[src/rtl/core/ps2k_pkg.sv]
// Shared types, codes and the key lookup table of the PS/2 terminal keyboard decoder.
package ps2k_pkg;

    localparam logic [7:0] CODE_BREAK    = 8'hF0;
    localparam logic [7:0] CODE_EXTENDED = 8'hE0;
    localparam logic [7:0] ROM_DEPTH     = 8'd126;

    localparam logic [7:0] CHAR_AT     = 8'h40;
    localparam logic [7:0] CHAR_UNDER  = 8'h5F;
    localparam logic [7:0] CHAR_LBRACE = 8'h7B;
    localparam logic [7:0] CHAR_BAR    = 8'h7C;
    localparam logic [7:0] CHAR_RBRACE = 8'h7D;
    localparam logic [7:0] CHAR_LBRACK = 8'h5B;
    localparam logic [7:0] CHAR_BSLASH = 8'h5C;
    localparam logic [7:0] CHAR_RBRACK = 8'h5D;
    localparam logic [7:0] CHAR_SPACE  = 8'h20;
    localparam logic [7:0] CHAR_TAB    = 8'h09;
    localparam logic [7:0] CHAR_BS     = 8'h08;
    localparam logic [7:0] CHAR_ESC    = 8'h1B;
    localparam logic [7:0] CHAR_DEL    = 8'h7F;

    localparam logic [7:0] CMD_RESET       = 8'd0;
    localparam logic [7:0] CMD_TAB_FLIP    = 8'd1;
    localparam logic [7:0] CMD_CLEAR_TABS  = 8'd2;
    localparam logic [7:0] CMD_LOCAL       = 8'd3;
    localparam logic [7:0] CMD_SWITCH      = 8'd4;
    localparam logic [7:0] CMD_VALUE_FLIP  = 8'd5;
    localparam logic [7:0] CMD_UART_TX     = 8'd6;
    localparam logic [7:0] CMD_UART_RX     = 8'd7;
    localparam logic [7:0] CMD_COLUMN_MODE = 8'd8;
    localparam logic [7:0] CMD_NEXT        = 8'd9;
    localparam logic [7:0] CMD_SAVE        = 8'd10;
    localparam logic [7:0] CMD_RECALL      = 8'd11;
    localparam logic [7:0] CMD_PREVIOUS    = 8'd12;
    localparam logic [7:0] CMD_DIMMER      = 8'd13;
    localparam logic [7:0] CMD_BRIGHTER    = 8'd14;

    typedef enum logic [3:0] {
        CLS_NONE     = 4'd0,
        CLS_ALPHA    = 4'd1,
        CLS_SPEC     = 4'd2,
        CLS_PF       = 4'd3,
        CLS_SETUPKEY = 4'd4,
        CLS_TAB      = 4'd5,
        CLS_SHIFT    = 4'd6,
        CLS_CTRL     = 4'd7,
        CLS_CAPS     = 4'd8,
        CLS_ENTER    = 4'd9,
        CLS_BKSP     = 4'd10,
        CLS_ESC      = 4'd11,
        CLS_KPDIG    = 4'd12,
        CLS_KPNAV    = 4'd13,
        CLS_KPDOT    = 4'd14,
        CLS_KPDASH   = 4'd15
    } key_cls_t;

    typedef enum logic [3:0] {
        KIND_CLICK     = 4'd0,
        KIND_ASCII     = 4'd1,
        KIND_KP_DIGIT  = 4'd2,
        KIND_KP_DOT    = 4'd3,
        KIND_KP_DASH   = 4'd4,
        KIND_KP_ENTER  = 4'd5,
        KIND_RETURN    = 4'd6,
        KIND_ARROW     = 4'd7,
        KIND_PF        = 4'd8,
        KIND_SETUP     = 4'd9,
        KIND_SETUP_CMD = 4'd10
    } event_kind_t;

    typedef struct packed {
        key_cls_t   cls;
        logic [7:0] lo;
        logic [7:0] hi;
    } key_entry_t;

    typedef struct packed {
        logic        has;
        event_kind_t kind;
        logic [7:0]  value;
        logic        click;
    } result_t;

    function automatic key_entry_t key_lookup(input logic [6:0] idx);
        key_entry_t e;
        e = '{CLS_NONE, 8'h00, 8'h00};
        case (idx)
            7'd3:    e = '{CLS_SETUPKEY, 8'h00, 8'h00};
            7'd4:    e = '{CLS_PF, 8'd3, 8'h00};
            7'd5:    e = '{CLS_PF, 8'd1, 8'h00};
            7'd6:    e = '{CLS_PF, 8'd2, 8'h00};
            7'd12:   e = '{CLS_PF, 8'd4, 8'h00};
            7'd13:   e = '{CLS_TAB, 8'h00, 8'h00};
            7'd14:   e = '{CLS_SPEC, 8'h60, 8'h7E};
            7'd18:   e = '{CLS_SHIFT, 8'h00, 8'h00};
            7'd20:   e = '{CLS_CTRL, 8'h00, 8'h00};
            7'd21:   e = '{CLS_ALPHA, 8'h71, 8'h51};
            7'd22:   e = '{CLS_SPEC, 8'h31, 8'h21};
            7'd26:   e = '{CLS_ALPHA, 8'h7A, 8'h5A};
            7'd27:   e = '{CLS_ALPHA, 8'h73, 8'h53};
            7'd28:   e = '{CLS_ALPHA, 8'h61, 8'h41};
            7'd29:   e = '{CLS_ALPHA, 8'h77, 8'h57};
            7'd30:   e = '{CLS_SPEC, 8'h32, 8'h40};
            7'd33:   e = '{CLS_ALPHA, 8'h63, 8'h43};
            7'd34:   e = '{CLS_ALPHA, 8'h78, 8'h58};
            7'd35:   e = '{CLS_ALPHA, 8'h64, 8'h44};
            7'd36:   e = '{CLS_ALPHA, 8'h65, 8'h45};
            7'd37:   e = '{CLS_SPEC, 8'h34, 8'h24};
            7'd38:   e = '{CLS_SPEC, 8'h33, 8'h23};
            7'd41:   e = '{CLS_ALPHA, 8'h20, 8'h20};
            7'd42:   e = '{CLS_ALPHA, 8'h76, 8'h56};
            7'd43:   e = '{CLS_ALPHA, 8'h66, 8'h46};
            7'd44:   e = '{CLS_ALPHA, 8'h74, 8'h54};
            7'd45:   e = '{CLS_ALPHA, 8'h72, 8'h52};
            7'd46:   e = '{CLS_SPEC, 8'h35, 8'h25};
            7'd49:   e = '{CLS_ALPHA, 8'h6E, 8'h4E};
            7'd50:   e = '{CLS_ALPHA, 8'h62, 8'h42};
            7'd51:   e = '{CLS_ALPHA, 8'h68, 8'h48};
            7'd52:   e = '{CLS_ALPHA, 8'h67, 8'h47};
            7'd53:   e = '{CLS_ALPHA, 8'h79, 8'h59};
            7'd54:   e = '{CLS_SPEC, 8'h36, 8'h5E};
            7'd58:   e = '{CLS_ALPHA, 8'h6D, 8'h4D};
            7'd59:   e = '{CLS_ALPHA, 8'h6A, 8'h4A};
            7'd60:   e = '{CLS_ALPHA, 8'h75, 8'h55};
            7'd61:   e = '{CLS_SPEC, 8'h37, 8'h26};
            7'd62:   e = '{CLS_SPEC, 8'h38, 8'h2A};
            7'd65:   e = '{CLS_SPEC, 8'h2C, 8'h3C};
            7'd66:   e = '{CLS_ALPHA, 8'h6B, 8'h4B};
            7'd67:   e = '{CLS_ALPHA, 8'h69, 8'h49};
            7'd68:   e = '{CLS_ALPHA, 8'h6F, 8'h4F};
            7'd69:   e = '{CLS_SPEC, 8'h30, 8'h29};
            7'd70:   e = '{CLS_SPEC, 8'h39, 8'h28};
            7'd73:   e = '{CLS_SPEC, 8'h2E, 8'h3E};
            7'd74:   e = '{CLS_SPEC, 8'h2F, 8'h3F};
            7'd75:   e = '{CLS_ALPHA, 8'h6C, 8'h4C};
            7'd76:   e = '{CLS_SPEC, 8'h3B, 8'h3A};
            7'd77:   e = '{CLS_ALPHA, 8'h70, 8'h50};
            7'd78:   e = '{CLS_SPEC, 8'h2D, 8'h5F};
            7'd82:   e = '{CLS_SPEC, 8'h27, 8'h22};
            7'd84:   e = '{CLS_SPEC, 8'h5B, 8'h7B};
            7'd85:   e = '{CLS_SPEC, 8'h3D, 8'h2B};
            7'd88:   e = '{CLS_CAPS, 8'h00, 8'h00};
            7'd89:   e = '{CLS_SHIFT, 8'h00, 8'h00};
            7'd90:   e = '{CLS_ENTER, 8'h00, 8'h00};
            7'd91:   e = '{CLS_SPEC, 8'h5D, 8'h7D};
            7'd93:   e = '{CLS_SPEC, 8'h5C, 8'h7C};
            7'd102:  e = '{CLS_BKSP, 8'h00, 8'h00};
            7'd105:  e = '{CLS_KPDIG, 8'd1, 8'd1};
            7'd107:  e = '{CLS_KPNAV, 8'd4, 8'd2};
            7'd108:  e = '{CLS_KPDIG, 8'd7, 8'd1};
            7'd112:  e = '{CLS_KPDIG, 8'd0, 8'd1};
            7'd113:  e = '{CLS_KPDOT, 8'h00, 8'h00};
            7'd114:  e = '{CLS_KPNAV, 8'd2, 8'd1};
            7'd115:  e = '{CLS_KPDIG, 8'd5, 8'd1};
            7'd116:  e = '{CLS_KPNAV, 8'd6, 8'd3};
            7'd117:  e = '{CLS_KPNAV, 8'd8, 8'd0};
            7'd118:  e = '{CLS_ESC, 8'h00, 8'h00};
            7'd121:  e = '{CLS_SPEC, 8'h2B, 8'h2B};
            7'd122:  e = '{CLS_KPDIG, 8'd3, 8'd0};
            7'd123:  e = '{CLS_KPDASH, 8'h00, 8'h00};
            7'd124:  e = '{CLS_SPEC, 8'h2A, 8'h2A};
            7'd125:  e = '{CLS_KPDIG, 8'd9, 8'd1};
            default: e = '{CLS_NONE, 8'h00, 8'h00};
        endcase
        return e;
    endfunction

endpackage

[src/rtl/core/ps2k_decode.sv]
// Keyboard state flags and the combinational decode of one registered scan byte.
module ps2k_decode
    import ps2k_pkg::*;
(
    input  logic       clk,
    input  logic       rst_n,
    input  logic       advance,
    input  logic [7:0] scan_code,
    input  logic       setup_mode,
    input  logic       keyclick_enable,
    output result_t    result
);

    logic break_reg, break_next;
    logic extended_reg, extended_next;
    logic shift_reg, shift_next;
    logic ctrl_reg, ctrl_next;
    logic caps_reg, caps_next;

    key_entry_t entry;

    assign entry = key_lookup(scan_code[6:0]);

    always_comb
    begin
        logic        emitted;
        event_kind_t kind;
        logic [7:0]  value;
        logic        clicks;
        logic [7:0]  ch;
        logic        alt;
        logic        c;

        break_next    = break_reg;
        extended_next = extended_reg;
        shift_next    = shift_reg;
        ctrl_next     = ctrl_reg;
        caps_next     = caps_reg;
        emitted       = 1'b0;
        kind          = KIND_CLICK;
        value         = 8'h00;
        clicks        = 1'b1;
        ch            = entry.hi;
        alt           = 1'b0;

        if (scan_code >= ROM_DEPTH)
        begin
            if (scan_code == CODE_BREAK)
            begin
                break_next = 1'b1;
            end
            else if (scan_code == CODE_EXTENDED)
            begin
                extended_next = 1'b1;
            end
        end
        else
        begin
            break_next    = 1'b0;
            extended_next = 1'b0;
            case (entry.cls)
                CLS_SHIFT: shift_next = !break_reg;
                CLS_CTRL:  ctrl_next  = !break_reg;
                CLS_CAPS:
                begin
                    if (!break_reg)
                    begin
                        caps_next = !caps_reg;
                        emitted   = 1'b1;
                    end
                end
                CLS_ALPHA, CLS_SPEC:
                begin
                    if (!break_reg)
                    begin
                        if (setup_mode)
                        begin
                            kind    = KIND_SETUP_CMD;
                            emitted = 1'b1;
                            case (entry.lo)
                                8'h30:      value = CMD_RESET;
                                8'h32:      value = CMD_TAB_FLIP;
                                8'h33:      value = CMD_CLEAR_TABS;
                                8'h34:      value = CMD_LOCAL;
                                8'h35:      value = CMD_SWITCH;
                                8'h36:      value = CMD_VALUE_FLIP;
                                8'h37:      value = CMD_UART_TX;
                                8'h38:      value = CMD_UART_RX;
                                8'h39:      value = CMD_COLUMN_MODE;
                                CHAR_SPACE: value = CMD_NEXT;
                                8'h73:
                                begin
                                    value   = CMD_SAVE;
                                    emitted = shift_reg;
                                end
                                8'h72:
                                begin
                                    value   = CMD_RECALL;
                                    emitted = shift_reg;
                                end
                                default:    emitted = 1'b0;
                            endcase
                        end
                        else if (ctrl_reg)
                        begin
                            if (entry.hi == CHAR_LBRACE)
                            begin
                                ch = CHAR_LBRACK;
                            end
                            else if (entry.hi == CHAR_BAR)
                            begin
                                ch = CHAR_BSLASH;
                            end
                            else if (entry.hi == CHAR_RBRACE)
                            begin
                                ch = CHAR_RBRACK;
                            end
                            kind    = KIND_ASCII;
                            value   = ch - CHAR_AT;
                            emitted = (ch >= CHAR_AT) && (ch <= CHAR_UNDER);
                        end
                        else
                        begin
                            alt     = ((entry.cls == CLS_ALPHA) && caps_reg) != shift_reg;
                            kind    = KIND_ASCII;
                            value   = alt ? entry.hi : entry.lo;
                            emitted = 1'b1;
                        end
                    end
                end
                CLS_PF:
                begin
                    emitted = !break_reg;
                    kind    = KIND_PF;
                    value   = entry.lo;
                end
                CLS_SETUPKEY:
                begin
                    emitted = !break_reg;
                    kind    = KIND_SETUP;
                end
                CLS_TAB:
                begin
                    emitted = !break_reg;
                    kind    = setup_mode ? KIND_SETUP_CMD : KIND_ASCII;
                    value   = setup_mode ? CMD_NEXT : CHAR_TAB;
                end
                CLS_BKSP:
                begin
                    emitted = !break_reg;
                    kind    = setup_mode ? KIND_SETUP_CMD : KIND_ASCII;
                    value   = setup_mode ? CMD_PREVIOUS : CHAR_BS;
                end
                CLS_ESC:
                begin
                    emitted = !break_reg && !setup_mode;
                    kind    = KIND_ASCII;
                    value   = CHAR_ESC;
                end
                CLS_ENTER:
                begin
                    if (setup_mode)
                    begin
                        emitted = !break_reg && !extended_reg;
                        kind    = KIND_SETUP_CMD;
                        value   = CMD_NEXT;
                    end
                    else
                    begin
                        emitted = !break_reg;
                        kind    = extended_reg ? KIND_KP_ENTER : KIND_RETURN;
                    end
                end
                CLS_KPDIG:
                begin
                    emitted = !break_reg;
                    kind    = KIND_KP_DIGIT;
                    value   = entry.lo;
                    clicks  = (entry.hi != 8'h00);
                end
                CLS_KPDOT:
                begin
                    emitted = !break_reg;
                    kind    = extended_reg ? KIND_ASCII : KIND_KP_DOT;
                    value   = extended_reg ? CHAR_DEL : 8'h00;
                end
                CLS_KPDASH:
                begin
                    emitted = !break_reg && !setup_mode;
                    kind    = KIND_KP_DASH;
                end
                CLS_KPNAV:
                begin
                    emitted = !break_reg;
                    if (setup_mode)
                    begin
                        kind = KIND_SETUP_CMD;
                        case (entry.lo)
                            8'd2:    value = CMD_DIMMER;
                            8'd4:    value = CMD_PREVIOUS;
                            8'd6:    value = CMD_NEXT;
                            default: value = CMD_BRIGHTER;
                        endcase
                    end
                    else if (extended_reg)
                    begin
                        kind  = KIND_ARROW;
                        value = entry.hi;
                    end
                    else
                    begin
                        kind  = KIND_KP_DIGIT;
                        value = entry.lo;
                    end
                end
                default: emitted = 1'b0;
            endcase
        end

        c            = clicks && keyclick_enable;
        result.has   = emitted && !((kind == KIND_CLICK) && !c);
        result.kind  = kind;
        result.value = value;
        result.click = c;
    end

    always_ff @(posedge clk or negedge rst_n)
    begin
        if (!rst_n)
        begin
            break_reg    <= 1'b0;
            extended_reg <= 1'b0;
            shift_reg    <= 1'b0;
            ctrl_reg     <= 1'b0;
            caps_reg     <= 1'b0;
        end
        else if (advance)
        begin
            break_reg    <= break_next;
            extended_reg <= extended_next;
            shift_reg    <= shift_next;
            ctrl_reg     <= ctrl_next;
            caps_reg     <= caps_next;
        end
    end

endmodule

[src/rtl/core/ps2k_out_reg.sv]
// Result register that holds one decoded item until the output side takes it.
module ps2k_out_reg
    import ps2k_pkg::*;
(
    input  logic        clk,
    input  logic        rst_n,
    input  logic        load,
    input  result_t     din,
    input  logic        out_stall,
    output logic        out_free,
    output logic        out_valid,
    output logic [3:0]  event_kind,
    output logic [7:0]  event_value,
    output logic        click
);

    logic        valid_reg;
    event_kind_t kind_reg;
    logic [7:0]  value_reg;
    logic        click_reg;

    assign out_free    = !valid_reg || !out_stall;
    assign out_valid   = valid_reg;
    assign event_kind  = kind_reg;
    assign event_value = value_reg;
    assign click       = click_reg;

    always_ff @(posedge clk or negedge rst_n)
    begin
        if (!rst_n)
        begin
            valid_reg <= 1'b0;
        end
        else if (load)
        begin
            valid_reg <= din.has;
        end
        else if (!out_stall)
        begin
            valid_reg <= 1'b0;
        end
    end

    always_ff @(posedge clk)
    begin
        if (load)
        begin
            kind_reg  <= din.kind;
            value_reg <= din.value;
            click_reg <= din.click;
        end
    end

endmodule

[src/rtl/core/ps2_scan_code_to_terminal_keys_core.sv]
// Top level of the PS/2 set-2 scan byte to terminal key event decoder.
// An accepted item is held in the input register and decoded; its result, if any,
// is loaded into the result register. Throughput: one item per cycle while the
// output side does not stall, set by the single decode stage between registers.
// Reset clears all key flags and pending prefixes and sets the key click enable.
module ps2_scan_code_to_terminal_keys_core
    import ps2k_pkg::*;
(
    input  logic       clk,
    input  logic       rst_n,
    input  logic       keyclick_we,
    input  logic       keyclick_wdata,
    input  logic       in_valid,
    output logic       in_stall,
    input  logic [7:0] scan_code,
    input  logic       setup_mode,
    output logic       out_valid,
    input  logic       out_stall,
    output logic [3:0] event_kind,
    output logic [7:0] event_value,
    output logic       click
);

    logic       keyclick_enable_reg;
    logic       s1_valid_reg, s1_valid_next;
    logic [7:0] s1_code_reg;
    logic       s1_setup_reg;
    logic       accept;
    logic       advance;
    logic       out_free;
    result_t    result;

    assign advance  = s1_valid_reg && (!result.has || out_free);
    assign in_stall = s1_valid_reg && !advance;
    assign accept   = in_valid && !in_stall;

    always_comb
    begin
        s1_valid_next = s1_valid_reg;
        if (accept)
        begin
            s1_valid_next = 1'b1;
        end
        else if (advance)
        begin
            s1_valid_next = 1'b0;
        end
    end

    always_ff @(posedge clk or negedge rst_n)
    begin
        if (!rst_n)
        begin
            s1_valid_reg        <= 1'b0;
            keyclick_enable_reg <= 1'b1;
        end
        else
        begin
            s1_valid_reg <= s1_valid_next;
            if (keyclick_we)
            begin
                keyclick_enable_reg <= keyclick_wdata;
            end
        end
    end

    always_ff @(posedge clk)
    begin
        if (accept)
        begin
            s1_code_reg  <= scan_code;
            s1_setup_reg <= setup_mode;
        end
    end

    ps2k_decode u_decode (
        .clk             (clk),
        .rst_n           (rst_n),
        .advance         (advance),
        .scan_code       (s1_code_reg),
        .setup_mode      (s1_setup_reg),
        .keyclick_enable (keyclick_enable_reg),
        .result          (result)
    );

    ps2k_out_reg u_out_reg (
        .clk         (clk),
        .rst_n       (rst_n),
        .load        (advance && result.has),
        .din         (result),
        .out_stall   (out_stall),
        .out_free    (out_free),
        .out_valid   (out_valid),
        .event_kind  (event_kind),
        .event_value (event_value),
        .click       (click)
    );

    // An input item can only be held back by a full stage in front of it.
    assert property (@(posedge clk) disable iff (!rst_n)
        in_stall |-> s1_valid_reg)
        else $error("input stalled with an empty decode stage");

    // A stage holding a result is never lost while the output side stalls.
    assert property (@(posedge clk) disable iff (!rst_n)
        (out_valid && out_stall && s1_valid_reg && result.has) |-> in_stall)
        else $error("decode stage advanced into an occupied result register");

    // A click-only item exists only to sound the click.
    assert property (@(posedge clk) disable iff (!rst_n)
        (out_valid && (event_kind == KIND_CLICK)) |-> click)
        else $error("click-only item without click");

    // Clicks sound only while they are enabled.
    assert property (@(posedge clk) disable iff (!rst_n)
        (out_valid && click) |-> keyclick_enable_reg)
        else $error("click while key click is disabled");

endmodule

[config.mk]
export PLATFORM = sky130hd
export DESIGN_NAME = ps2_scan_code_to_terminal_keys_core
export DESIGN_NICKNAME = d
export VERILOG_FILES = /design/src/rtl/core/ps2k_pkg.sv /design/src/rtl/core/ps2k_decode.sv /design/src/rtl/core/ps2k_out_reg.sv /design/src/rtl/core/ps2_scan_code_to_terminal_keys_core.sv
export SDC_FILE = /design/constraint.sdc
export NUM_CORES = 1
export LEC_CHECK = 0
export BUFFER_PORTS_ARGS = -buffer_cell sky130_fd_sc_hd__buf_2
export CELL_PAD_IN_SITES_DETAIL_PLACEMENT = 1
export CELL_PAD_IN_SITES_GLOBAL_PLACEMENT = 1
export CORE_ASPECT_RATIO = 1.2
export CORE_MARGIN = 2
export CORE_UTILIZATION = 47
export CTS_CLUSTER_SIZE = 28
export DETAILED_ROUTE_END_ITERATION = 10
export PLACE_DENSITY = 0.86
export SETUP_SLACK_MARGIN = 0.2
export SLEW_MARGIN = 10
export SYNTH_ARGS = -nofsm -noshare
export SYNTH_HDL_FRONTEND = slang
export SYNTH_SLANG_ARGS = --single-unit
[constraint.sdc]
create_clock -name clk -period 5.9 [get_ports clk]
set_input_delay 0.295 -clock clk [delete_from_list [all_inputs] [get_ports clk]]
set_output_delay 0.295 -clock clk [all_outputs]
set_load 0.005 [all_outputs]
# Yosys cells after proc, flatten, opt, wreduce, memory -nomap -nowiden
# Memory sizes are Yosys's and may differ from the RTL's. A register that Yosys moved wholly into a read port is not among the register bits.
# Cells that the tools add are included.
# W data, S select, Z words.
dict set report totals {
  regBits 30
  rom_bits 2304
  input_bits 15
  out_inout_bits 15
  wordCells 148
  mem_count 1
}
dict set report op_classes {
  add_sub_neg 1
  order_cmp 3
  n_eq_ne 40
  muxes 49
  bitwise 2
  n_reduce_logical 39
}
# name words width rd rd_ports_with_merged_regs wr line
set memory_table {}
lappend memory_table {{(name not given)} 128 18 1 1 0 ps2k_pkg.sv:87} ;# case (idx)
# cell count
set op_table {}
lappend op_table {{$mux W8} 14}
lappend op_table {{$eq A8 B6 Y1 const B} 10}
lappend op_table {{$pmux W8 S8} 1}
lappend op_table {{$pmux W4 S11} 1}
lappend op_table {{$eq A8 B7 Y1 const B} 5}
lappend op_table {{$pmux W4 S10} 1}
lappend op_table {{$eq A4 B4 Y1 const B} 8}
lappend op_table {{$mux W4} 6}
lappend op_table {{$mux W1} 17}
lappend op_table {{$eq A4 B3 Y1 const B} 4}
lappend op_table {{$eq A8 B3 Y1 const B} 2}
lappend op_table {{$eq A8 B8 Y1 const B} 2}
lappend op_table {{$ge A8 B7 Y1 const B} 2}
lappend op_table {{$mux W7} 2}
lappend op_table {{$logic_and A1 B1 Y1} 11}
lappend op_table {{$logic_not A1 Y1} 11}
lappend op_table {{$reduce_or A10 Y1} 1}
lappend op_table {{$reduce_or A2 Y1} 5}
lappend op_table {{$pmux W3 S3} 1}
lappend op_table {{$reduce_and A3 Y1} 3}
lappend op_table {{$eq A4 B2 Y1 const B} 2}
lappend op_table {{$eq A8 B2 Y1 const B} 1}
lappend op_table {{$le A8 B7 Y1 const B} 1}
lappend op_table {{$reduce_bool A8 Y1} 1}
lappend op_table {{16 further kinds} 22}

# Longest topological paths before layout
# Gate-level depths: netlist (run 1).
dict set report logic_depth {
  depth_word 25
  mapped_depth 21
  depth_no_buf 17
}

# Modules after synthesis
# A second synthesis (run 1) with hierarchy kept.
dict set report hier_totals {
  cells_unflattened 582
  hier_area_um2 4526.8
}
# module n_inst cells_each area_each_um2
set modules_own_cells {}
lappend modules_own_cells {ps2k_decode 1 546 3704.8}
lappend modules_own_cells {ps2k_out_reg 1 17 434.2}
lappend modules_own_cells {ps2_scan_code_to_terminal_keys_core 1 19 387.9}

# Worst setup path before layout (run 1)
# OpenSTA, ideal clock, no wires.
dict set report synth_timing {
  path_type {flip-flop to flip-flop}
  start {reg s1_code_reg[2]}
  end {reg u_decode.entry[11] (netlist name)}
  setup_time_ns 0.134
  arrival_time_ns 3.999
  path_slack_ns 1.767
  stages_incl_launch_ff 19
  n_path_buf 3
  path_cell_list {edfxtp_1 > buf_2 > and2_4 > a41o_1 > o21ai_1 > a21bo_2 > o31ai_4 > nand2_2 > inv_2 > buf_2 > o21ai_0 > ha_1 > clkbuf_1 > nand2_1 > nor4_1 > a41oi_2 > and2_2 > a31oi_1 > or4b_1}
}
dict set report synth_between {
  elab_chain_len 15
}
# item line
set synth_lines {}
lappend synth_lines {{from (decl)} ps2_scan_code_to_terminal_keys_core.sv:26} ;# logic [7:0] s1_code_reg;
lappend synth_lines {{from (signal assigned)} ps2_scan_code_to_terminal_keys_core.sv:71} ;# s1_code_reg <= scan_code;
lappend synth_lines {{$ge A8 B7 Y1 *} ps2k_decode.sv:46} ;# if (scan_code >= ROM_DEPTH)
lappend synth_lines {{$mux W1} ps2k_decode.sv:46}
lappend synth_lines {{$logic_and A1 B1 Y1} ps2k_decode.sv:220} ;# c = clicks && keyclick_enable;
lappend synth_lines {{$logic_not A1 Y1} ps2k_decode.sv:221} ;# result.has = emitted && !((kind == KIND_CLICK) && !c);
lappend synth_lines {{$logic_and A1 B1 Y1} ps2k_decode.sv:221}
lappend synth_lines {{$logic_not A1 Y1} ps2k_decode.sv:221}
lappend synth_lines {{$logic_and A1 B1 Y1 *} ps2k_decode.sv:221}
lappend synth_lines {{$logic_not A1 Y1 *} ps2_scan_code_to_terminal_keys_core.sv:33} ;# assign advance = s1_valid_reg && (!result.has || out_free);
lappend synth_lines {{$logic_or A1 B1 Y1 *} ps2_scan_code_to_terminal_keys_core.sv:33}
lappend synth_lines {{$logic_and A1 B1 Y1 *} ps2_scan_code_to_terminal_keys_core.sv:33}
lappend synth_lines {{$logic_not A1 Y1 *} ps2_scan_code_to_terminal_keys_core.sv:34} ;# assign in_stall = s1_valid_reg && !advance;
lappend synth_lines {{$logic_and A1 B1 Y1 *} ps2_scan_code_to_terminal_keys_core.sv:34}
lappend synth_lines {{$logic_not A1 Y1 *} ps2_scan_code_to_terminal_keys_core.sv:35} ;# assign accept = in_valid && !in_stall;
lappend synth_lines {{$logic_and A1 B1 Y1 *} ps2_scan_code_to_terminal_keys_core.sv:35}
lappend synth_lines {{named net accept} ps2_scan_code_to_terminal_keys_core.sv:28} ;# logic accept;
lappend synth_lines {{$mux W7 (no source line) *} -}
# The timed path passes the listed nets; every way through them passes the cells marked *.
# A chain may end at the register's enable or synchronous reset.

# Final worst setup path (run 1)
dict set report layout_timing {
  start {reg u_decode.entry[16] (netlist name)}
  end {reg u_decode.entry[13] (netlist name)}
}
dict set report layout_between {
  elab_chain_len 16
}
# item line
set layout_lines {}
lappend layout_lines {{$eq A4 B3 Y1, or another cell as far along} ps2k_decode.sv:61} ;# case (entry.cls)
lappend layout_lines {{$reduce_or A2 Y1 (no source line), or another cell as far along} -}
lappend layout_lines {{$pmux W4 S10 or $mux W1 (tied branches)} {ps2k_decode.sv:61, ps2k_decode.sv:46}}
lappend layout_lines {{$mux W4 or $logic_and A1 B1 Y1 (tied branches)} {ps2k_decode.sv:46, ps2k_decode.sv:220}}
lappend layout_lines {{$logic_not A4 Y1 or $logic_not A1 Y1 (tied branches)} ps2k_decode.sv:221}
lappend layout_lines {{$logic_and A1 B1 Y1} ps2k_decode.sv:221}
lappend layout_lines {{$logic_not A1 Y1} ps2k_decode.sv:221}
lappend layout_lines {{$logic_and A1 B1 Y1 *} ps2k_decode.sv:221}
lappend layout_lines {{$logic_not A1 Y1 *} ps2_scan_code_to_terminal_keys_core.sv:33}
lappend layout_lines {{$logic_or A1 B1 Y1 *} ps2_scan_code_to_terminal_keys_core.sv:33}
lappend layout_lines {{$logic_and A1 B1 Y1 *} ps2_scan_code_to_terminal_keys_core.sv:33}
lappend layout_lines {{$logic_not A1 Y1 *} ps2_scan_code_to_terminal_keys_core.sv:34}
lappend layout_lines {{$logic_and A1 B1 Y1 *} ps2_scan_code_to_terminal_keys_core.sv:34}
lappend layout_lines {{$logic_not A1 Y1 *} ps2_scan_code_to_terminal_keys_core.sv:35}
lappend layout_lines {{$logic_and A1 B1 Y1 *} ps2_scan_code_to_terminal_keys_core.sv:35}
lappend layout_lines {{$mux W7 (no source line) *} -}
# Mark *: on every way between the ends. The rest lies on a longest branch, timed or not.

==> run metrics, run 1 <==
clock latency on the worst-skew pair=0.30 ns; cts bufs inserted=5; internal power of the cells=between 0.0009 and 0.001 W; CP Launch Point=u_decode.entry[16]; leading post-synthesis cells by cell area=edfxtp_1 12%, dfxtp_1 6.4%, nand2_1 5.7%; maximum ir drop on the vdd rail=about 0.13 mV; fraction of registers with async set or reset after synthesis=between 15 and 20%; flip-flop count of the largest register, all copies and words added=18; Seq. cell area=1220 um2; GR Overflow Total=0; maximum number of pins on one net before global-route repair=32; DR vias/cell=between 7 and 8; WP data required=between 6 and 7 ns; wire length on met1=around 9000 um; final critical delay including setup and external delays=between 5 and 6 ns; global-route wire length before repair=between 30000 and 40000 um; Via Count=approximately 6.5k; count of antenna diodes in the layout=0; all-layer global routing usage=between 30% and 40%; sequential fraction of design power=30.4%; boundary pin count=30; number of cells produced by synthesis=726; relative slew slack=about a fifth; Crit. End Element=register; Die X=~100 um; clock tree from TritonCTS=built; Port-buffer cells=29; transition time at the pin with the least slew margin=between 1 and 1.5 ns; Setup violations, final=0; source of the worst hold timing path=scan_code[7]; number of global-route vias before repair=approximately 6.6k; share of synthesized area occupied by flip-flops and latches=between 20% and 30%; critical path class=reg2reg; clock tree skew after final layout=about 0.0056 ns; Hold Violations, Final=0; arrival time at the worst endpoint=approximately 5.3 ns; area occupied by multi-input gates=3910 um2; final estimated routing congestion in global placement=0.995; remaining routing DRC violations=0; antenna violations before repair=0; result of the run=complete, no violations; share of the synthesized area in the top cell type=around an eighth; remaining antenna violation count=0; min-delay worst type=in2reg; net switching share of the total power=between 40% and 50%; max-slew violation total from the final report=0; DR top layer=met4; Synth top cells by count=85 x nand2_1, 56 x nor2_1, 35 x a21oi_1, 27 x nand3_1, 25 x clkbuf_1; Post-Syn Area per Cell=7.71 um2; area of the mapped netlist=between 5000 and 6000 um2; RSZ-0062 raised after global routing=false; maximum fanout count along the critical path=23; Area Overhead vs Synth=4.29%; ratio of cells with drive above 1 in the final layout=13.8%; clock network power share=between 10% and 20%; wirelength, routed=approximately 24000 um; total power=about 0.002 W; Post-Synthesis Net Count=between 700 and 800; Total Negative Setup Slacks=0 ns; crit share post-route=approximately 87%; Leakage=2.12 nW; post-synth top area cell=edfxtp_1; clock slew at the register clock pins of the worst setup and hold paths=roughly 0.070 ns; Critical Path Source Type=register; Comb power frac=between 50% and 60%; max capacitance violation total=0; Synth Warn #=0; number of sinks on the clock net=48; highest clock rate=roughly 0.2 GHz; CTS root buffer=clkbuf_16; Std-Cell Rows=43; number of detailed-routing iterations run before antenna repair=5; detailed route wirelength on metal3=between 1500 and 2000 um; most numerous cell in the Yosys netlist=nand2_1; maximum count of clock buffers along a single path=2; flop and latch count out of synthesis=48; full die area=roughly 13000 um2; synth unique cells=between 100 and 150; Die Y=124 um; met2 wire len=~11000 um; DRC marker count from the first detailed-route iteration=between 700 and 800; Floorplan Core Area=11600 um2; effective utilization at floorplan=about half; routed length per instance=around 28 um; worst flop-to-flop path startpoint=u_decode.entry[16]; flip-flop cell with the highest count after synthesis=edfxtp_1; power density of the placed cells=approximately 330 nW/um2; count of filler cells inserted in the layout=1452; Final Net Count=between 700 and 800; EDFF count, synth=22; P_sw=approximately 0.00095 W; detailed-placement wirelength estimate=~18000 um; maximum level of the CTS H-tree=2
==> per-layer routing <==
metal	global-route usage, %	vias to the layer above
li1	-	2758
met1	43.9	3167
met2	66.7	437
met3	4.55	123
met4	25.7	0
met5	0	-
==> cells in the final DEF (no fill, tap or decap), types with 5 or more instances in the layout <==
master / n
a311o_1: 5
nor3_1: 24
o21ai_1: 6
and3_1: 7
a22oi_1: 5
nand4b_1: 5
dfrtp_1: 7
a221oi_1: 12
edfxtp_1: 22
nand2b_1: 13
buf_4: 12
o22ai_1: 9
ha_1: 10
o2111ai_1: 5
mux2_2: 7
nand2_1: 85
mux2i_1: 20
inv_1: 20
buf_2: 29
nor2b_1: 11
or3_1: 8
dfxtp_1: 17
o31ai_1: 6
a31oi_1: 16
and2_1: 9
a211oi_1: 15
o21ai_0: 24
clkbuf_16: 5
a211o_1: 5
nand4_1: 15
nor4_1: 7
xnor2_1: 7
a22o_1: 5
nand3_1: 27
o211ai_1: 15
nor2_1: 56
a21o_1: 7
a21oi_1: 35
==> power by group through the flow <==
stage | clock, W | combinational, W | sequential (W)
global route | 0.000358 | 0.00107 | 0.000598
global placement | 0 | 0.000939 | 0.000579
floorplan | 0 | 0.000810 | 0.000479
finish | 0.000347 | 0.00100 | 0.000591
detailed placement | 0 | 0.000964 | 0.000588
CTS | 0.000341 | 0.000971 | 0.000582
==> final cells by class <==
type	count	area share, %
clock inverter	3	0.728
timing repair buffer	42	4.20
inverter	24	1.63
multi-input combinational	589	67.0
sequential	48	21.0
tap	157	3.36
clock buffer	5	2.14
==> critical path, stage by stage (launching register included) <==
cell and delay [ns]:
dfxtp_2 0.57, nor2b_1 0.58, o21a_1 0.30, o311ai_1 0.23, a311oi_2 0.47, o31ai_4 0.20, nand2_2 0.13, inv_2 0.09
o21ai_0 0.52, inv_1 0.22, ha_1 0.45, o31ai_2 0.27, a21boi_1 0.38, nor3_1 0.16, a311oi_1 0.26, nand3_1 0.15
==> final timing paths <==
kind                                        to  slack, ns  cells after the start
max                         u_decode.entry[13]       0.77                     15
min                             s1_code_reg[7]       0.18                      1
max reg2reg                 u_decode.entry[13]       0.77                     15
min reg2reg                  u_decode.caps_reg       0.52                      1
max in group asynchronous  keyclick_enable_reg       5.26                      2
min in group asynchronous   u_decode.shift_reg       0.39                      2
==> kinds of logic (layout without fill, tap and decap cells) <==
family                     after synthesis  count (layout)  synth area share (%)
AOI/OAI and AO/OA                      242             242                  33.3
xor gates and xnor gates                 9               9                  1.41
adders and majority gates               10              10                  2.23
buffers and inverters                   89              74                  8.31
DFF                                     48              48                  21.8
muxes                                   28              28                  5.25
and+or+nand+nor                        300             300                  27.7
==> through the flow <==
step	setup slack (ns)	hold slack, ns	cells	utilization [%]	instance area [um2]
2_1_floorplan	1.77	-0.000591	726	-	5600
3_3_place_gp	0.980	0.147	859	48.9	5660
3_5_place_dp	0.764	0.150	859	48.9	5660
4_1_cts	0.691	0.183	868	50.5	5840
5_1_grt	0.398	0.176	868	50.5	5840
6_report	0.768	0.181	868	50.5	5840
==> timing repair <==
item	4_1_cts	5_1_grt
endpoints found under the setup margin	0	4
hold buffers	1	0
endpoints found under the hold margin	7	0
gates resized for setup	0	1
buffers inserted	0	0
No activity file was read; power rests on OpenSTA's default activity.
==> run 2, diff against run 1 <==
Settings changed: ABC_CLOCK_PERIOD_IN_PS set to 5600, TNS_END_PERCENT set to 20.
Clock period 5.9 ns to 5.6 ns, I/O delays scaled along.
==> run 2 against run 1 <==
  * Sequential share of layout area shrank 0.095 points
  * Sequential power is 4.7% higher
  * Wire length down 0.64%
  * Clock power is 7.2% lower
  * Register-to-register slack got worse by 0.24 ns
  * Largest power group unchanged
==> run metrics, run 2 (same netlist as run 1, synthesis figures left out) <==
antenna violations before repair=0; relative slew slack=20.7%; DR vias/cell=7.31; final std cell area, no fill=5870 um2; ordered cell list for the critical path=and4bb_1 -> nand3_1 -> o21ai_1 -> a21bo_2 -> o31ai_4 -> nand2_2 -> inv_2 -> mux2_4 -> inv_1 -> ha_1 -> o31ai_2 -> a21boi_1 -> nor3_1 -> a311oi_1 -> nand3_1; result of the run=complete, no violations; highest-count cells in the layout ignoring fill and taps=85 x nand2_1, 56 x nor2_1, 35 x a21oi_1, 29 x buf_2, 27 x nand3_1; count of antenna diodes in the layout=0; GR Overflow Total=0; clock tree skew after final layout=0.00480 ns; Largest delay share family, worst path=compound AO/OA/AOI/OAI gates; crit share post-route=just over 90%; worst setup margin=0.531 ns; count of filler cells inserted in the layout=about 1.5k; Setup violations, final=0; RSZ-0062 raised after global routing=false; Critical Path Source Type=register; Port-buffer cells=29; maximum count of clock buffers along a single path=2; min-delay worst type=in2reg; cell area reported after detailed placement=between 5000 and 6000 um2; Die X=a little over 100 um; buffer and inverter count on the worst path=2; detailed-placement wirelength estimate=around 18000 um; WP data required=roughly 5.8 ns; Total Negative Setup Slacks=0 ns; final estimated routing congestion in global placement=roughly 1.1; all-layer global routing usage=37.4%; remaining routing DRC violations=0; Die Y=between 100 and 150 um; power density of the placed cells=about 340 nW/um2; Area Overhead vs Synth=4.87%; transition time at the pin with the least slew margin=between 1 and 1.5 ns; clock latency on the worst-skew pair=0.29 ns; clock slew at the register clock pins of the worst setup and hold paths=0.07 ns; boundary pin count=30; CTS root buffer=clkbuf_16; wirelength, routed=about 24000 um; Via Count=6386; Std-Cell Rows=43; worst slack, placed=between 0.4 and 0.5 ns; crit path max-delay cell type=dfxtp_1; max capacitance violation total=0; number of detailed-routing iterations run before antenna repair=8; remaining antenna violation count=0; Largest stage delay, worst path=a little under 0.8 ns; critical path class=reg2reg; max-slew violation total from the final report=0; clock tree from TritonCTS=built; Seq. cell area=around 1200 um2; worst hold margin=around 0.16 ns; full die area=about 13000 um2; effective utilization at floorplan=about half; cts bufs inserted=5; Hold Violations, Final=0; flip-flop count of the largest register, all copies and words added=18; number of global-route vias before repair=between 6k and 7k; total power=0.00200 W; area occupied by multi-input gates=3910 um2; Leakage=2.14 nW; routed length per instance=approximately 27 um; maximum number of pins on one net before global-route repair=31; final critical delay including setup and external delays=just over 5 ns; number of sinks on the clock net=48; Final Net Count=about 740; ratio of cells with drive above 1 in the final layout=14.6%; maximum ir drop on the vdd rail=around 0.14 mV; highest clock rate=a little under 0.2 GHz; Crit. End Element=register; maximum level of the CTS H-tree=2; arrival time at the worst endpoint=~5.3 ns; DRC marker count from the first detailed-route iteration=just over 900; most common cell after layout, fill and taps aside=nand2_1; maximum fanout count along the critical path=24; Floorplan Core Area=between 10000 and 15000 um2; CP dominant cell by count=nand3_1; global-route wire length before repair=approximately 37000 um
[run 2: cell count changes in the layout (fill, tap and decap cells not counted), sizes merged]
cell / before / now
clkbuf: 5 / 6
buf: 41 / 47
clkinvlp: 1 / 2
clkinv: 2 / 1
bufinv: 1 / 0
[run 2: layout make-up]
type | count | area share [%]
clock buffer | 6 | 2.36
timing repair buffer | 48 | 4.94
tap | 157 | 3.34
inverter | 24 | 1.62
clock inverter | 2 | 0.256
sequential | 48 | 20.9
multi-input combinational | 589 | 66.6
[run 2: repair_timing]
item,CTS,global route
setup buffers,0,0
hold endpoints to repair,7,0
setup endpoints to repair,0,11
hold buffers,1,0
resized for setup,0,2
[run 2: worst paths after layout]
path                                    endpoint  cells after the start  slack, ns               start
max in group asynchronous    keyclick_enable_reg                      2       4.99               rst_n
max                           u_decode.entry[13]                     15       0.53  u_decode.entry[18]
min in group asynchronous  u_decode.extended_reg                      2       0.37               rst_n
min                               s1_code_reg[7]                      1       0.16        scan_code[7]
min reg2reg                    u_decode.caps_reg                      1       0.54   u_decode.caps_reg
max reg2reg                   u_decode.entry[13]                     15       0.53  u_decode.entry[18]
[run 2: per-layer routing]
metal	vias up	share of wire [%]	GRT usage (%)
li1	2767	-	-
met5	-	0	0
met2	430	46	64.4
met1	3034	37	43.8
met4	0	8.2	26.5
met3	155	8.0	4.60
[run 2: stage by stage]
stage | std cells | util [%]
after global routing | 874 | 50.8
after floorplan | 726 | -
after detailed placement | 865 | 49.3
after CTS | 874 | 50.8
final | 874 | 50.8
after global placement | 865 | 49.3
[run 2: worst reg2reg max path: stages, from the launching register on]
cell and delay, ns:
dfxtp_1 0.79, and4bb_1 0.39, nand3_1 0.18, o21ai_1 0.24
a21bo_2 0.29, o31ai_4 0.43, nand2_2 0.13, inv_2 0.14
mux2_4 0.39, inv_1 0.16, ha_1 0.58, o31ai_2 0.35
a21boi_1 0.27, nor3_1 0.46, a311oi_1 0.09, nand3_1 0.12
[run 2: power by group]
part           internal [W]  total (W)  switching [W]  leakage [nW]
Clock              0.000178   0.000322       0.000144        0.0691
Combinational      0.000387    0.00106       0.000674          1.61
Sequential         0.000449   0.000619       0.000170         0.456
